[src/rtl/mpsd_pkg.sv]
// ----------------------------------------------------------------------------
// mpsd_pkg
// Shared types and constants for the minimum point set distance block.
// ----------------------------------------------------------------------------
package mpsd_pkg;

  localparam int unsigned MODE_W  = 2;
  localparam int unsigned POINT_W = 24;
  localparam int unsigned COORD_W = 16;
  localparam int unsigned ENTRY_W = 2 * COORD_W;
  localparam int unsigned DIST_W  = 25;
  localparam int unsigned SQ_W    = 2 * DIST_W;
  localparam int unsigned STEP_W  = $clog2(DIST_W);

  localparam logic [SQ_W-1:0] SQ_MAX = {SQ_W{1'b1}};

  typedef enum logic [MODE_W-1:0] {
    MODE_APPEND = 2'd0,
    MODE_POINT  = 2'd1,
    MODE_END    = 2'd2,
    MODE_CLEAR  = 2'd3
  } mode_e;

  typedef enum logic [2:0] {
    ST_IDLE,
    ST_SCAN,
    ST_DRAIN,
    ST_ROOT,
    ST_EMIT
  } state_e;

endpackage

[src/rtl/mpsd_sqrt.sv]
// ----------------------------------------------------------------------------
// mpsd_sqrt
// Floor square root, one result bit per cycle (restoring digit recurrence).
// ----------------------------------------------------------------------------
module mpsd_sqrt
  import mpsd_pkg::*;
(
  input  logic              clk_i,
  input  logic              rst_ni,
  input  logic              start_i,
  input  logic [SQ_W-1:0]   radicand_i,
  output logic              done_o,
  output logic [DIST_W-1:0] root_o
);

  localparam int unsigned RW = DIST_W + 2;

  logic              busy_q, busy_d;
  logic              done_q, done_d;
  logic [STEP_W-1:0] step_q, step_d;
  logic [SQ_W-1:0]   rad_q, rad_d;
  logic [RW-1:0]     rem_q, rem_d;
  logic [DIST_W-1:0] root_q, root_d;
  logic [RW-1:0]     rem_sh;
  logic [RW-1:0]     trial;

  assign rem_sh = {rem_q[RW-3:0], rad_q[SQ_W-1 -: 2]};
  assign trial  = {root_q, 2'b01};

  always_comb begin
    busy_d = busy_q;
    done_d = 1'b0;
    step_d = step_q;
    rad_d  = rad_q;
    rem_d  = rem_q;
    root_d = root_q;
    if (start_i) begin
      busy_d = 1'b1;
      step_d = STEP_W'(DIST_W - 1);
      rad_d  = radicand_i;
      rem_d  = '0;
      root_d = '0;
    end else if (busy_q) begin
      rad_d = {rad_q[SQ_W-3:0], 2'b00};
      if (rem_sh >= trial) begin
        rem_d  = rem_sh - trial;
        root_d = {root_q[DIST_W-2:0], 1'b1};
      end else begin
        rem_d  = rem_sh;
        root_d = {root_q[DIST_W-2:0], 1'b0};
      end
      if (step_q == '0) begin
        busy_d = 1'b0;
        done_d = 1'b1;
      end else begin
        step_d = step_q - 1'b1;
      end
    end
  end

  always_ff @(posedge clk_i or negedge rst_ni) begin
    if (!rst_ni) begin
      busy_q <= 1'b0;
      done_q <= 1'b0;
      step_q <= '0;
    end else begin
      busy_q <= busy_d;
      done_q <= done_d;
      step_q <= step_d;
    end
  end

  always_ff @(posedge clk_i) begin
    rad_q  <= rad_d;
    rem_q  <= rem_d;
    root_q <= root_d;
  end

  assign done_o = done_q;
  assign root_o = root_q;

endmodule

[config.mk]
export PLATFORM = sky130hd
export DESIGN_NAME = mpsd_sqrt
export DESIGN_NICKNAME = d
export VERILOG_FILES = /design/src/rtl/mpsd_pkg.sv /design/src/rtl/mpsd_sqrt.sv
export SDC_FILE = /design/constraint.sdc
export NUM_CORES = 1
export LEC_CHECK = 0
export BUFFER_PORTS_ARGS = -buffer_cell sky130_fd_sc_hd__buf_2
export CORE_ASPECT_RATIO = 1.75
export CORE_MARGIN = 4
export CORE_UTILIZATION = 45
export CTS_CLUSTER_SIZE = 28
export DETAILED_ROUTE_END_ITERATION = 6
export GPL_TIMING_DRIVEN = 0
export PLACE_DENSITY = 0.75
export SLEW_MARGIN = 20
export SYNTH_ARGS = -nofsm -noshare
export SYNTH_HDL_FRONTEND = slang
export SYNTH_SLANG_ARGS = --single-unit
[constraint.sdc]
create_clock -name clk_i -period 6.6 [get_ports clk_i]
set_input_delay 0.99 -clock clk_i [delete_from_list [all_inputs] [get_ports clk_i]]
set_output_delay 0.99 -clock clk_i [all_outputs]
set_load 0.02 [all_outputs]
==> results by group <==
Run status
  – Status: finished, final reports clean

Drt
  – Drt wl/cell: roughly 19 µm
  – Antenna-violating nets left: 0
  – Post-Route WL: around 17 mm
  – DR iter-0 viols: roughly 420
  – Detailed Routing Iterations Pass 1: 5
  – # DRC: 0
  – Via count: 5138
  – Average vias per placed instance: between 5 and 6

Global route
  – Initial antenna violation count: 0
  – Global-route wire length before repair: approximately 27 mm
  – Grt total ovfl: 0
  – Vias in the first global route: 5332
  – Total track usage: about a fifth
  – Largest net degree at the start of global routing: 28

Clocking
  – Clk slew on worst S/H paths: about 0.07 ns
  – CTS tree: yes
  – Clock Sinks: 107
  – Clk root buf: clkbuf_16
  – H-tree Lvls: 3
  – Resized Gates After CTS: 0
  – Skew-Pair Late Insertion Delay: 0.35 ns
  – Setup Buffers After CTS: 0
  – Cts bufs inserted: 9
  – CTS Buffer Depth: 2
  – Hold-fix buffers, CTS: 0

Setup path
  – Critical Path Source: root_o[21]
  – Crit path to: rem_q[8]
  – Max Fanout on Critical Path: 10
  – Startpoint types: register
  – WP data required: 6.86 ns
  – CP Class: register to register
  – Reg2reg setup slack: around 3.2 ns
  – Worst reg-to-reg path cell count: 11
  – Worst R2R End: rem_q[8]
  – CP endpoint kind: register
  – Worst r2r src: root_o[21]
  – Crit path DAT: about 3.6 ns

Min path
  – Worst hold path type: input pin to async pin

Power
  – Power per cell area: around 430 nW/µm²
  – Peak VDD IR: ~0.0002 V
  – Leakage: between 3 and 4 nW
  – Power Total: 3.08 mW

Placed design
  – Placed cells: 858
  – Buffers on Ports: 77
  – Dpl hpwl: roughly 13 mm
  – Area after DPL: 6810 µm²
  – Final GP Congestion: between 0.9 and 1
  – Post-Place Worst Slack: 3.36 ns

Final layout
  – Final nets: between 700 and 800
  – Area growth syn-to-layout: 14.8%
  – Ant diodes: 0
  – Final Instance Area: between 7000 and 8000 µm²
  – Share of cells above drive strength 1: roughly a quarter
  – Final cell count without fillers: ~870

Timing
  – Slew Limit Fails: 0
  – Final Hold Viols: 0
  – PnR worst setup slack: around 3.2 ns
  – Period Utilization, post-route: approximately half
  – Endpoints failing setup: 0
  – Slew @ Worst Pin: roughly 0.84 ns
  – Clock Skew: 0.0105 ns
  – Period minus WS final: around 3.4 ns
  – Max frequency: between 200 and 300 MHz
  – RSZ-0062 raised after global routing: false
  – Setup TNS: 0 ns
  – Slew margin rel.: between 40% and 50%

Logic synthesis
  – FFs w/ async S/R, synth: 6.54%
  – Share of the synthesized area in the top cell type: between 20% and 30%
  – Post-synth EDFFs: 50
  – Gate Count Post-Synth: around 600
  – Sequential share of the synthesized area: 43.3%
  – Synth Register Bits: 107
  – Post-synth cell types: 74
  – Most common flop cell mapped by yosys: edfxtp_1
  – Syn Area/Cell: approximately 10 µm²
  – Yosys warnings: 0
  – Syn Nets: approximately 700
  – Area leader, netlist: edfxtp_1
  – Mapped cell area: 6190 µm²
  – Synth top area cells: edfxtp_1 24%, dfxtp_1 16%, mux2_2 9.1%

Floorplanning
  – Die height: roughly 160 µm
  – Die area: around 16000 µm²
  – Die width: 96.6 µm
  – Initial core utilization: roughly 46%
  – Core Footprint: about 13000 µm²
  – Row cnt: 56
  – Ports: a little under 80

Flow run
  – Max-Cap Viols: 0
[through the flow]
stage | utilization, % | hold slack [ns]
finish | 52.8 | 0.466
global route | 52.8 | 0.471
CTS | 52.8 | 0.470
detailed placement | 50.7 | 0.516
global placement | 50.5 | 0.492
floorplan | - | 0.459
[where the power goes]
| part | internal (mW) | total (mW) | switching [mW] |
|---|---|---|---|
| clock network | 0.295 | 0.539 | 0.244 |
| logic | 0.683 | 1.66 | 0.977 |
| registers | 0.802 | 0.880 | 0.0783 |
| total | 1.78 | 3.08 | 1.30 |
[critical path, stage by stage (launching register included)]
cell      delay (ns)
dfxtp_1         0.37
inv_1           0.06
ha_1            0.27
clkbuf_1        0.31
nand4_1         0.32
nor3_1          0.56
a221o_1         0.25
a31o_1          0.16
o2111a_2        0.39
buf_6           0.20
o21ai_1         0.09
a311oi_2        0.28
[final cells by class]
| cell class | instances | area (µm²) |
|---|---|---|
| multi-input cells | 426 | 3210 |
| flip-flops and latches | 107 | 2680 |
| fillers | 1223 | 6350 |
| clock buffers | 12 | 236 |
| plain buffers | 33 | 156 |
| well taps | 174 | 218 |
| repair buffers | 78 | 405 |
| clock inverters | 4 | 51.3 |
| inverters | 40 | 150 |
[sequential cells by signal (all words and copies together) (netlist names)]
name and flops:
rad_q 50, rem_q 25, done_o 1, step_q 5
root_o 25, busy_q 1
[placed cells by master, fill, tap and decap left out, drive strengths merged, types with 4 or more instances in the layout]
cell | netlist | final
inv | 39 | 39
a211o | 4 | 4
ha | 29 | 29
o21a | 6 | 6
clkbuf | 20 | 32
and4 | 5 | 5
edfxtp | 50 | 50
nor2 | 66 | 66
mux2 | 50 | 50
a21oi | 27 | 27
a211oi | 9 | 9
dfxtp | 50 | 50
nand2 | 21 | 21
and2 | 7 | 7
nor3 | 10 | 10
o21ai | 36 | 36
a311oi | 18 | 18
and3 | 8 | 8
buf | 13 | 91
nand3 | 30 | 30
a21o | 5 | 5
dfrtp | 7 | 7
mux2i | 24 | 24
xnor2 | 14 | 14
[per-layer routing]
layer / global-route usage, % / wire length [µm]
met1: 21.1 / 5780
met2: 38.9 / 8740
met3: 3.63 / 953
met4: 15.1 / 1120
met5: 0 / 0
[kinds of logic after synthesis]
group	after synthesis	share of synthesized area, %
AND/OR/NAND/NOR	160	12.5
flip-flops	107	43.3
AO/OA/AOI/OAI	146	18.1
XOR/XNOR	17	2.41
buffers and inverters	73	4.95
multiplexers	74	13.0
adder cells (fa/ha/maj)	29	5.86
[synth_stat cells, drive strengths merged (5+ instances only)]
| master | instances |
|---|---|
| and3 | 8 |
| and2 | 7 |
| mux2 | 50 |
| a311oi | 18 |
| xnor2 | 14 |
| edfxtp | 50 |
| a211oi | 9 |
| o21a | 6 |
| nand3 | 30 |
| ha | 29 |
| dfxtp | 50 |
| nor2 | 66 |
| and4 | 5 |
| buf | 13 |
| a21oi | 27 |
| nand2 | 21 |
| mux2i | 24 |
| nor3 | 10 |
| o21ai | 36 |
| clkbuf | 20 |
| dfrtp | 7 |
| inv | 39 |
| a21o | 5 |
[worst min path at each step]
stage                         start        end  slack, ns  depth (start not counted)
after floorplan           rem_q[11]  rem_q[13]       0.46                          2
after global placement    rem_q[11]  rem_q[13]       0.49                          2
after detailed placement  rem_q[11]  rem_q[13]       0.52                          2
after CTS                    rst_ni  step_q[3]       0.47                          1
after global routing         rst_ni  step_q[3]       0.47                          1
final                        rst_ni  step_q[3]       0.47                          1
Note: power is estimated with default switching activity, not from simulation.
